<file path="src/jadm_pkg.sv">
// shared types and constants for the joystick axis dead-zone mapper
// used by jadm_lane and joystick_axis_deadzone_mapper_core; no dependencies
package jadm_pkg;

  localparam int AXIS_COUNT = 4;
  localparam int SAMPLE_W   = 12;
  localparam int AXIS_W     = 8;
  localparam int REG_IDX_W  = 2;

  localparam logic [SAMPLE_W-1:0] FAIL_VALUE = 12'd1024;
  localparam logic [SAMPLE_W-1:0] CLAMP_HIGH = 12'd1700;
  localparam logic [SAMPLE_W-1:0] CLAMP_LOW  = 12'd100;
  localparam logic [SAMPLE_W-1:0] DEAD_BAND  = 12'd100;
  localparam logic [AXIS_W-1:0]   AXIS_MID   = 8'd128;
  localparam logic [AXIS_W-1:0]   AXIS_FULL  = 8'd255;

  // quotient always stays below 128, so seven restoring steps suffice
  localparam int DIV_STEPS = 7;
  localparam int STEP_W    = 3;
  localparam int NUM_W     = 18;

  localparam int AXIS_X  = 0;
  localparam int AXIS_Y  = 1;
  localparam int AXIS_RZ = 2;
  localparam int AXIS_Z  = 3;

  typedef enum logic [REG_IDX_W-1:0] {
    REG_X_CENTER  = 2'd0,
    REG_Y_CENTER  = 2'd1,
    REG_RZ_CENTER = 2'd2,
    REG_Z_CENTER  = 2'd3
  } reg_idx_t;

  typedef enum logic [1:0] {
    S_IDLE,
    S_DIV,
    S_MERGE
  } state_t;

  typedef enum logic [1:0] {
    BR_MID,
    BR_UP,
    BR_LO
  } branch_t;

  typedef struct packed {
    logic busy;
    logic done;
  } lane_stat_t;

endpackage

</file>
<file path="src/joystick_axis_deadzone_mapper_core.sv">
// top level of the joystick axis dead-zone mapper: four lanes, merge and
// change detection, output register; depends on jadm_pkg and jadm_lane
//
// channel  | signals                                          | handshake
// ---------+--------------------------------------------------+-----------
// input    | x/y/rz/z_sample, read_fail_mask                  | in_valid/in_ready
// output   | x/y/rz/z_axis                                    | out_valid/out_ready
// config   | cfg_index, cfg_data                              | cfg_we, no wait
//
// a transaction runs from acceptance to the merge in this order: the lanes load at
// acceptance, seven divider steps follow, S_DIV sees them done, S_MERGE merges;
// no new poll is accepted before the state has returned from S_MERGE to S_IDLE
// a result waits in the output register while the next poll runs; only the
// merge of that poll, if its axes changed, stalls while the register is full
// synchronous reset clears the control, the centers to 0 and last axes to 128
module joystick_axis_deadzone_mapper_core (
  input  logic                           clk,
  input  logic                           rst,
  // input transaction
  input  logic                           in_valid,
  output logic                           in_ready,
  input  logic [jadm_pkg::SAMPLE_W-1:0]  x_sample,
  input  logic [jadm_pkg::SAMPLE_W-1:0]  y_sample,
  input  logic [jadm_pkg::SAMPLE_W-1:0]  rz_sample,
  input  logic [jadm_pkg::SAMPLE_W-1:0]  z_sample,
  input  logic [jadm_pkg::AXIS_COUNT-1:0] read_fail_mask,
  // result transaction
  output logic                           out_valid,
  input  logic                           out_ready,
  output logic [jadm_pkg::AXIS_W-1:0]    x_axis,
  output logic [jadm_pkg::AXIS_W-1:0]    y_axis,
  output logic [jadm_pkg::AXIS_W-1:0]    rz_axis,
  output logic [jadm_pkg::AXIS_W-1:0]    z_axis,
  // register writes
  input  logic                           cfg_we,
  input  logic [jadm_pkg::REG_IDX_W-1:0] cfg_index,
  input  logic [jadm_pkg::SAMPLE_W-1:0]  cfg_data
);
  import jadm_pkg::*;

  state_t state, state_next;

  logic [SAMPLE_W-1:0] centers   [AXIS_COUNT];
  logic [SAMPLE_W-1:0] samples   [AXIS_COUNT];
  logic [AXIS_W-1:0]   lane_axis [AXIS_COUNT];
  logic [AXIS_W-1:0]   new_axes  [AXIS_COUNT];
  logic [AXIS_W-1:0]   last_axes [AXIS_COUNT];
  lane_stat_t          lane_stat [AXIS_COUNT];

  logic [AXIS_COUNT-1:0] lane_done;
  logic [AXIS_COUNT-1:0] lane_busy;
  logic [AXIS_COUNT-1:0] axis_diff;
  logic                  all_done;
  logic                  changed;
  logic                  slot_free;
  logic                  load;
  logic                  start;

  assign samples[AXIS_X]  = x_sample;
  assign samples[AXIS_Y]  = y_sample;
  assign samples[AXIS_RZ] = rz_sample;
  assign samples[AXIS_Z]  = z_sample;

  assign start = in_valid && in_ready;

  // register file for the calibrated centers
  always_ff @(posedge clk) begin
    if (rst) begin
      for (int i = 0; i < AXIS_COUNT; i++) begin
        centers[i] <= '0;
      end
    end else if (cfg_we) begin
      unique case (reg_idx_t'(cfg_index))
        REG_X_CENTER:  centers[AXIS_X]  <= cfg_data;
        REG_Y_CENTER:  centers[AXIS_Y]  <= cfg_data;
        REG_RZ_CENTER: centers[AXIS_RZ] <= cfg_data;
        REG_Z_CENTER:  centers[AXIS_Z]  <= cfg_data;
        default: ;
      endcase
    end
  end

  // one lane per axis, all started together and finishing together
  for (genvar g = 0; g < AXIS_COUNT; g++) begin : g_lane
    jadm_lane u_lane (
      .clk    (clk),
      .rst    (rst),
      .start  (start),
      .sample (samples[g]),
      .fail   (read_fail_mask[g]),
      .center (centers[g]),
      .axis   (lane_axis[g]),
      .stat   (lane_stat[g])
    );
    assign lane_done[g] = lane_stat[g].done;
    assign lane_busy[g] = lane_stat[g].busy;
  end

  // merge: y is inverted, then every axis is compared with the last report
  always_comb begin
    for (int i = 0; i < AXIS_COUNT; i++) begin
      new_axes[i]  = (i == AXIS_Y) ? (AXIS_FULL - lane_axis[i]) : lane_axis[i];
      axis_diff[i] = new_axes[i] != last_axes[i];
    end
  end

  assign all_done  = &lane_done;
  assign changed   = |axis_diff;
  assign slot_free = !out_valid || out_ready;

  // next state
  always_comb begin
    state_next = state;
    unique case (state)
      S_IDLE:  if (start) state_next = S_DIV;
      S_DIV:   if (all_done) state_next = S_MERGE;
      S_MERGE: if (!changed || slot_free) state_next = S_IDLE;
      default: state_next = S_IDLE;
    endcase
  end

  // state outputs
  always_comb begin
    in_ready = 1'b0;
    load     = 1'b0;
    unique case (state)
      S_IDLE:  in_ready = 1'b1;
      S_DIV:   ;
      S_MERGE: load = changed && slot_free;
      default: ;
    endcase
  end

  always_ff @(posedge clk) begin
    if (rst) begin
      state <= S_IDLE;
    end else begin
      state <= state_next;
    end
  end

  // last reported axes move with the output register load
  always_ff @(posedge clk) begin
    if (rst) begin
      for (int i = 0; i < AXIS_COUNT; i++) begin
        last_axes[i] <= AXIS_MID;
      end
    end else if (load) begin
      for (int i = 0; i < AXIS_COUNT; i++) begin
        last_axes[i] <= new_axes[i];
      end
    end
  end

  // output register
  always_ff @(posedge clk) begin
    if (rst) begin
      out_valid <= 1'b0;
    end else if (load) begin
      out_valid <= 1'b1;
    end else if (out_ready) begin
      out_valid <= 1'b0;
    end
  end

  always_ff @(posedge clk) begin
    if (load) begin
      x_axis  <= new_axes[AXIS_X];
      y_axis  <= new_axes[AXIS_Y];
      rz_axis <= new_axes[AXIS_RZ];
      z_axis  <= new_axes[AXIS_Z];
    end
  end

  // a pending result always matches the remembered axes
  a_out_matches_last: assert property (@(posedge clk) disable iff (rst)
    out_valid |-> (x_axis == last_axes[AXIS_X]) && (y_axis == last_axes[AXIS_Y]) &&
                  (rz_axis == last_axes[AXIS_RZ]) && (z_axis == last_axes[AXIS_Z]))
    else $error("output register differs from last reported axes");

  // no poll is taken while any divider is still iterating
  a_idle_lanes: assert property (@(posedge clk) disable iff (rst)
    in_ready |-> (lane_busy == '0))
    else $error("input accepted while a lane is busy");

  // lanes run in lockstep: the merge only sees finished quotients
  a_merge_done: assert property (@(posedge clk) disable iff (rst)
    (state == S_MERGE) |-> all_done && (lane_busy == '0))
    else $error("merge with unfinished lanes");

  // an accepted poll starts every lane
  a_start_lanes: assert property (@(posedge clk) disable iff (rst)
    start |=> (lane_busy == {AXIS_COUNT{1'b1}}) && (state == S_DIV))
    else $error("lanes not started on accepted poll");

endmodule

</file>
<file path="src/jadm_lane.sv">
// one axis lane: fail substitution, clamp, dead-zone test and a 7-step
// restoring divider for the scaled offset; depends on jadm_pkg
module jadm_lane (
  input  logic                          clk,
  input  logic                          rst,
  input  logic                          start,
  input  logic [jadm_pkg::SAMPLE_W-1:0] sample,
  input  logic                          fail,
  input  logic [jadm_pkg::SAMPLE_W-1:0] center,
  output logic [jadm_pkg::AXIS_W-1:0]   axis,
  output jadm_pkg::lane_stat_t          stat
);
  import jadm_pkg::*;

  logic [SAMPLE_W-1:0] v_raw;
  logic [10:0]         v_clp;
  logic                upper;
  logic                lower;
  logic [10:0]         x_op;
  logic [NUM_W-1:0]    num;
  logic [SAMPLE_W-1:0] den_init;
  branch_t             br_init;

  logic [SAMPLE_W-1:0] rem;
  logic [DIV_STEPS-1:0] quo;
  logic [SAMPLE_W-1:0] den;
  branch_t             br;
  logic [STEP_W-1:0]   cnt;
  logic                busy;
  logic                done;

  logic [SAMPLE_W:0]   trial;
  logic [SAMPLE_W:0]   diff;
  logic                ge;

  always_comb begin
    v_raw = fail ? FAIL_VALUE : sample;
    if (v_raw > CLAMP_HIGH) begin
      v_clp = CLAMP_HIGH[10:0];
    end else if (v_raw < CLAMP_LOW) begin
      v_clp = '0;
    end else begin
      v_clp = v_raw[10:0];
    end
    upper = {2'b00, v_clp} > ({1'b0, center} + {1'b0, DEAD_BAND});
    lower = ({2'b00, v_clp} + {1'b0, DEAD_BAND}) < {1'b0, center};
    // upper implies center below 1600, so the 11-bit difference is exact
    x_op  = upper ? (v_clp - center[10:0]) : v_clp;
    num   = {x_op, 7'b0} - {7'b0, x_op};
    den_init = upper ? (CLAMP_HIGH - center) : (center - DEAD_BAND);
    if (upper) begin
      br_init = BR_UP;
    end else if (lower) begin
      br_init = BR_LO;
    end else begin
      br_init = BR_MID;
    end
  end

  assign trial = {rem, quo[DIV_STEPS-1]};
  assign diff  = trial - {1'b0, den};
  assign ge    = trial >= {1'b0, den};

  always_ff @(posedge clk) begin
    if (rst) begin
      busy <= 1'b0;
      done <= 1'b0;
      cnt  <= '0;
    end else if (start) begin
      busy <= 1'b1;
      done <= 1'b0;
      cnt  <= '0;
    end else if (busy) begin
      cnt <= cnt + 1'b1;
      if (cnt == STEP_W'(DIV_STEPS - 1)) begin
        busy <= 1'b0;
        done <= 1'b1;
      end
    end
  end

  always_ff @(posedge clk) begin
    if (start) begin
      rem <= {1'b0, num[NUM_W-1:DIV_STEPS]};
      quo <= num[DIV_STEPS-1:0];
      den <= den_init;
      br  <= br_init;
    end else if (busy) begin
      rem <= ge ? diff[SAMPLE_W-1:0] : trial[SAMPLE_W-1:0];
      quo <= {quo[DIV_STEPS-2:0], ge};
    end
  end

  always_comb begin
    case (br)
      BR_UP:   axis = {1'b1, quo};
      BR_LO:   axis = {1'b0, quo};
      default: axis = AXIS_MID;
    endcase
  end

  assign stat.busy = busy;
  assign stat.done = done;

endmodule
</file>
<file path="config.mk">
export PLATFORM = sky130hd
export DESIGN_NAME = joystick_axis_deadzone_mapper_core
export DESIGN_NICKNAME = d
export VERILOG_FILES = /design/src/jadm_pkg.sv /design/src/joystick_axis_deadzone_mapper_core.sv /design/src/jadm_lane.sv
export SDC_FILE = /design/constraint.sdc
export NUM_CORES = 1
export LEC_CHECK = 0
export BUFFER_PORTS_ARGS = -buffer_cell sky130_fd_sc_hd__buf_2
export CAP_MARGIN = 20
export CORE_MARGIN = 5
export CORE_UTILIZATION = 50
export CTS_CLUSTER_SIZE = 40
export DETAILED_ROUTE_END_ITERATION = 7
export PLACE_DENSITY_LB_ADDON = 0.1
export SLEW_MARGIN = 10
export SYNTH_ARGS = -nofsm -noshare
export SYNTH_HDL_FRONTEND = slang
export SYNTH_SLANG_ARGS = --single-unit
</file>
<file path="constraint.sdc">
create_clock -name clk -period 20.8 [get_ports clk]
set_input_delay 4.16 -clock clk [delete_from_list [all_inputs] [get_ports clk]]
set_output_delay 4.16 -clock clk [all_outputs]
set_load 0.01 [all_outputs]
</file>
==> impl_metrics.json, run 1 <==
{
  "detail-route-antenna-nets": 0,
  "worstSetupPathType": "in -> reg",
  "max_slew.worst_pin.slew_ns": 1.01,
  "multi_input_area_sq_um": 15100,
  "clk_skew_ns": 0.0240,
  "vdd.ir_drop.worst_v": 0.0000654,
  "ctsHtreeMaxLevel": 1,
  "grt_max_degree": 67,
  "worstPathMaxFanout": 30,
  "grt_overflow": 0,
  "cp_startpoint_kind": "input pin",
  "ports": 105,
  "synth_ff_type": "sky130_fd_sc_hd__edfxtp_1",
  "cts_root_buf": "sky130_fd_sc_hd__clkbuf_16",
  "groute.usage.overall": 0.248,
  "post_cts_resize_count": 0,
  "finalPower_mw": 2.42,
  "clock_latency_ns": 0.59,
  "sequential_cell_area_sq_um": 7750,
  "via_count_of_the_first_global_routing_pass": 20040,
  "post_cts_hold_buffer_count": 0,
  "worstSetupEndpointType": "flop",
  "syn_avg_cell_area_sq_um": 8.69,
  "final-instance-count-excl-fill": 3459,
  "timing.critical_path.arrival_ns": 10.87,
  "die-area_sq_um": 52600,
  "design_area_sq_um": 26100,
  "cp_cell_instances": "buf_2, or4b_2, nor4_1, nor2_1, or3_1, ha_1, nand3_1, a211o_1, o21ai_1, nand2_1, inv_2, mux2i_1, ha_1, and2_1, nand2_1, a21oi_1, a311oi_1, maj3_1, o221ai_2, a22oi_1, xor2_1, mux2i_1",
  "maximum_root_to_sink_buffer_count": 3,
  "core_region_area_sq_um": 47600,
  "start_util": 0.505,
  "worst_path_max_delay_cell": "sky130_fd_sc_hd__or4b_2",
  "hpwlAfterDp_um": 53500,
  "placed_cells": 3400,
  "synth_enable_flop_cells": 240,
  "period_minus_slack_ns": 10.57,
  "netlist_instances": 2768,
  "rr_startpoint": "centers[2][2]",
  "route.vias.total": 20882,
  "tritoncts": "yes",
  "post_route_cells_drive_above_1_share": 0.0886,
  "timing.setup.tns_ns": 0,
  "post-cts-setup-buffers": 0,
  "instance_area_at_placement_sq_um": 25100,
  "synthDominantCellAreaShare": 0.299,
  "run_status": "finished, final reports clean",
  "placementRows": 80,
  "synth_seq_area_share": 0.322,
  "final_net_count": 3098,
  "setup_violations": 0,
  "cts_sinks": 267,
  "min-delay-path-class": "reg -> reg",
  "grt_antenna_before_repair": 4,
  "synth.area.top_cells": "sky130_fd_sc_hd__edfxtp_1 30%, sky130_fd_sc_hd__ha_1 11%, sky130_fd_sc_hd__xnor2_1 6.8%, sky130_fd_sc_hd__nand2_1 3.8%, sky130_fd_sc_hd__nor2_1 3.8%",
  "detailedRoute.firstPassIterationCount": 5,
  "number_of_i_o_port_buffers": 104,
  "maxCapViolCount": 0,
  "number_of_distinct_standard_cells_referenced_by_the_synthesized_netlist": 107,
  "die_x_um": 229,
  "worstRegToRegCells": 22,
  "drc_errors": 0,
  "postSynthRegisterBits": 267,
  "viasPerCell": 6.04,
  "detailed_route_iter0_violations": 1820,
  "diodes": 0,
  "hold_violations": 0,
  "worst_setup_hold_path_clk_slew_ns": 0.06,
  "grt_setup_unrepaired": "false",
  "netlist_top_cells_count": "243 x sky130_fd_sc_hd__nand2_1, 242 x sky130_fd_sc_hd__nor2_1, 240 x sky130_fd_sc_hd__edfxtp_1",
  "die_y_um": 229,
  "route.detailed.wl_per_inst_um": 19.7,
  "max_slew_margin": 0.312,
  "reg2reg_setup_slack_ns": 14.51,
  "asyncSetResetFlopFracSynth": 0,
  "yosys.area.top_type": "sky130_fd_sc_hd__edfxtp_1",
  "worstSetupEndpoint": "g_lane[0].u_lane.rem[7]",
  "first_pass_grt_wire_length_um": 108000,
  "area_delta_synth_final_pct": 8.63,
  "post_synth_instance_area_sq_um": 24100,
  "achievable-frequency_ghz": 0.0946,
  "hold_path_startpoint": "g_lane[3].u_lane.done",
  "critical_path_required_ns": 21.10,
  "synthMostInstantiatedCell": "sky130_fd_sc_hd__nand2_1",
  "route.final.wire_length_um": 68000,
  "critPathLaunch": "x_sample[3]",
  "cts-buffers-inserted": 31,
  "replace_congestion": 0.950,
  "critical-path-max-stage-delay_ns": 0.69,
  "maxSlewViolCount": 0,
  "synth.yosys.warnings": 0,
  "static-leakage-power_nw": 10.7,
  "filler_cell_count": 4393,
  "timing.rr.end": "g_lane[2].u_lane.rem[7]",
  "share_of_the_clock_period_used_by_the_worst_path_after_layout": 0.508,
  "cellPowerDensity_nw_per_um2": 92.6
}
## cell type report
type | count | share of cell area
Clock buffer | 40 | 0.0325
Clock inverter | 18 | 0.00756
Inverter | 234 | 0.0338
Multi-Input combinational cell | 2168 | 0.576
Sequential cell | 267 | 0.296
Tap cell | 615 | 0.0294
Timing Repair Buffer | 117 | 0.0239
## worst min-delay path by stage
stage	endpoint	cells past startpoint
detailed placement	g_lane[3].u_lane.done	2
finish	g_lane[3].u_lane.done	2
CTS	g_lane[3].u_lane.done	2
global placement	state[0]	1
global route	g_lane[1].u_lane.rem[11]	2
floorplan	state[0]	1
## where the power goes
group	leakage (nW)	internal, mW	switching [mW]
sequential	2.54	0.702	0.0613
clock	0.512	0.328	0.227
combinational	7.70	0.458	0.645
total	10.7	1.49	0.933
## kinds of logic after synthesis
group                      count (synthesis)  share of synthesized area
and+or+nand+nor                          952                      0.195
AOI/OAI and AO/OA                        659                      0.185
buffers and inverters                    336                     0.0537
DFF                                      267                      0.322
xor gates and xnor gates                 247                     0.0916
adders and majority gates                213                      0.111
muxes                                     93                     0.0411
other                                      1                   0.000156
## worst max-delay path: cells and delay by family
| family | cells | cell delay [ns] |
|---|---|---|
| AND/OR/NAND/NOR | 8 | 2.81 |
| XOR/XNOR | 1 | 0.17 |
| buffers and inverters | 2 | 0.76 |
| AO/OA/AOI/OAI | 6 | 1.44 |
| multiplexers | 2 | 0.51 |
| adder cells (fa/ha/maj) | 3 | 1.00 |
## metal layers
| metal | GRT usage | up-vias | share of wire |
|---|---|---|---|
| met3 | 0.0381 | 132 | 0.063 |
| met1 | 0.346 | 9937 | 0.45 |
| met2 | 0.401 | 667 | 0.45 |
| li1 | - | 10144 | - |
| met4 | 0.0716 | 2 | 0.031 |
| met5 | 0 | - | 0.00019 |
## sequential cells by signal (all words and copies together), names as in the netlist, 4 cells and up
register and flops:
centers 48, g_lane.u_lane.den 48, g_lane.u_lane.rem 48, last_axes 32
g_lane.u_lane.quo 28, g_lane.u_lane.cnt 12, g_lane.u_lane.br 8, rz_axis 8
x_axis 8, y_axis 8, z_axis 8, g_lane.u_lane.busy 4
g_lane.u_lane.done 4
## metrics by stage
step / hold slack, ns / worst slack (ns) / util
2_1_floorplan: 0.421 / 10.46 / -
5_1_grt: 0.500 / 9.72 / 0.549
4_1_cts: 0.467 / 10.44 / 0.548
3_5_place_dp: 0.453 / 9.85 / 0.526
3_3_place_gp: 0.435 / 9.91 / 0.526
6_report: 0.470 / 10.23 / 0.549
## cells in the final DEF, fill, tap and decap left out, types with 56 or more instances in the layout
master,netlist,routed
sky130_fd_sc_hd__a21oi_1,176,176
sky130_fd_sc_hd__and2_1,73,73
sky130_fd_sc_hd__buf_2,7,104
sky130_fd_sc_hd__edfxtp_1,240,240
sky130_fd_sc_hd__ha_1,204,204
sky130_fd_sc_hd__inv_1,224,224
sky130_fd_sc_hd__mux2i_1,63,63
sky130_fd_sc_hd__nand2_1,243,242
sky130_fd_sc_hd__nand3_1,71,71
sky130_fd_sc_hd__nor2_1,242,242
sky130_fd_sc_hd__nor3_1,69,69
sky130_fd_sc_hd__o21ai_0,123,123
sky130_fd_sc_hd__xnor2_1,188,188
sky130_fd_sc_hd__xor2_1,56,56
Power figures use the tool's default switching activity.
==> inputs of run 2 (changes only) <==
==> constraint.sdc (replaced) <==
create_clock -name clk -period 10.9 [get_ports clk]
set_input_delay 2.18 -clock clk [delete_from_list [all_inputs] [get_ports clk]]
set_output_delay 2.18 -clock clk [all_outputs]
set_load 0.01 [all_outputs]
==> run 2 against run 1 <==
Effect of this change: flip-flop and latch count unchanged; largest power group unchanged; via count decreased by 0.37%; highest routed layer unchanged; total power increased by 90%.
==> impl_metrics.json, run 2 (same netlist as run 1, synthesis figures left out) <==
{
  "maxCapViolCount": 0,
  "clock_latency_ns": 0.57,
  "max_slew.worst_pin.slew_ns": 1.09,
  "timing.critical_path.arrival_ns": 8.80,
  "die-area_sq_um": 52600,
  "cts_root_buf": "sky130_fd_sc_hd__clkbuf_16",
  "static-leakage-power_nw": 10.7,
  "detail-route-antenna-nets": 0,
  "route.met3.wl_um": 3860,
  "cts_sinks": 267,
  "layout_common_cells": "242 x sky130_fd_sc_hd__nor2_1, 242 x sky130_fd_sc_hd__nand2_1, 240 x sky130_fd_sc_hd__edfxtp_1",
  "hpwlAfterDp_um": 54000,
  "area_delta_synth_final_pct": 8.44,
  "ports": 105,
  "post_cts_hold_buffer_count": 0,
  "post_route_cells_drive_above_1_share": 0.0858,
  "route.final.wire_length_um": 68600,
  "route.detailed.wl_per_inst_um": 19.8,
  "tritoncts": "yes",
  "hold_violations": 0,
  "worstPathMaxFanout": 30,
  "drc_errors": 0,
  "ctsHtreeMaxLevel": 1,
  "cp_startpoint_kind": "input pin",
  "detail_route.wirelength.met1_um": 31900,
  "final_net_count": 3098,
  "period_minus_slack_ns": 8.51,
  "grt_max_degree": 64,
  "maxSlewViolCount": 0,
  "grt_setup_unrepaired": "false",
  "max_slew_margin": 0.256,
  "post_cts_resize_count": 0,
  "top_flop_regs": "centers (48), g_lane.u_lane.den (48), g_lane.u_lane.rem (48)",
  "replace_congestion": 0.961,
  "worst_setup_hold_path_clk_slew_ns": 0.06,
  "cts-buffers-inserted": 30,
  "cp_cell_instances": "buf_2, or4b_2, nor4_1, nor2_1, or3_1, ha_1, nand3_1, a211o_1, o21ai_1, nand2_1, inv_2, mux2i_1, ha_1, and2_1, nand2_1, a21oi_1, a311oi_1, maj3_1, o221ai_2, a22oi_1, xor2_1, mux2i_1",
  "groute.usage.overall": 0.249,
  "placementRows": 80,
  "clk_skew_ns": 0.0189,
  "detailedRoute.firstPassIterationCount": 7,
  "diodes": 0,
  "start_util": 0.505,
  "critical_path_required_ns": 11.19,
  "post-cts-setup-buffers": 0,
  "cellPowerDensity_nw_per_um2": 176,
  "achievable-frequency_ghz": 0.117,
  "grt_overflow": 0,
  "detailed_route_iter0_violations": 1546,
  "worstSetupPathType": "in -> reg",
  "timing.setup.tns_ns": 0,
  "worstRegToRegCells": 22,
  "post_route_core_utilization": 0.548,
  "critical-path-max-stage-delay_ns": 0.69,
  "die_x_um": 229,
  "route.top_layer_used": "met5",
  "share_of_the_clock_period_used_by_the_worst_path_after_layout": 0.781,
  "vdd.ir_drop.worst_v": 0.000110,
  "setup_violations": 0,
  "worstSetupEndpointType": "flop",
  "viasPerCell": 6.02,
  "core_region_area_sq_um": 47600,
  "maximum_root_to_sink_buffer_count": 3,
  "number_of_i_o_port_buffers": 104,
  "min-delay-path-class": "reg -> reg",
  "first_pass_grt_wire_length_um": 108000,
  "grt_antenna_before_repair": 2,
  "via_count_of_the_first_global_routing_pass": 19788,
  "min_delay_path_depth": 1,
  "worst_path_max_delay_cell": "sky130_fd_sc_hd__or4b_2",
  "run_status": "finished, final reports clean",
  "route.vias.total": 20804,
  "met2RoutedLength_um": 31000,
  "die_y_um": 229
}
[run 2: per-layer routing]
metal	track usage	vias to the layer above
met4	0.0618	2
li1	-	10125
met3	0.0276	118
met5	0	-
met2	0.401	643
met1	0.361	9916
[run 2: worst max-delay path, delay by kind of cell]
| kind | cells | cell delay (ns) |
|---|---|---|
| fa+ha+maj | 3 | 1.01 |
| mux | 2 | 0.51 |
| xor+xnor | 1 | 0.17 |
| buf+inv | 2 | 0.74 |
| simple gates | 8 | 2.72 |
| compound gates | 6 | 1.43 |
[run 2: worst paths after layout]
check                              startpoint                 endpoint  slack [ns]
worst max-delay path              x_sample[3]  g_lane[0].u_lane.rem[7]        2.39
worst min-delay path                 state[1]                 state[0]        0.45
worst max register to register  centers[2][2]  g_lane[2].u_lane.rem[7]        4.46
worst min register to register       state[1]                 state[0]        0.45
[run 2: final cells by class]
| cell class | count | area, sq um |
|---|---|---|
| clock inverters | 13 | 186 |
| fillers | 4412 | 21500 |
| inverters | 234 | 883 |
| well taps | 615 | 769 |
| repair buffers | 118 | 633 |
| flip-flops and latches | 267 | 7750 |
| clock buffers | 43 | 810 |
| multi-input cells | 2168 | 15100 |
[run 2: metrics by stage]
step           area, sq um  cells  total power, mW  worst slack [ns]  hold WS (ns)
2_1_floorplan        24100   2771             3.04              2.54         0.421
3_3_place_gp         25100   3400             3.52              2.04         0.437
3_5_place_dp         25100   3400             3.57              1.95         0.448
4_1_cts              26100   3456             4.60              2.54         0.458
5_1_grt              26100   3458             4.91              1.75         0.484
6_report             26100   3458             4.60              2.39         0.449
[run 2: where the power goes]
| group | total, mW | internal [mW] | switching [mW] |
|---|---|---|---|
| sequential | 1.45 | 1.34 | 0.115 |
| clock | 1.02 | 0.613 | 0.410 |
| combinational | 2.12 | 0.875 | 1.25 |
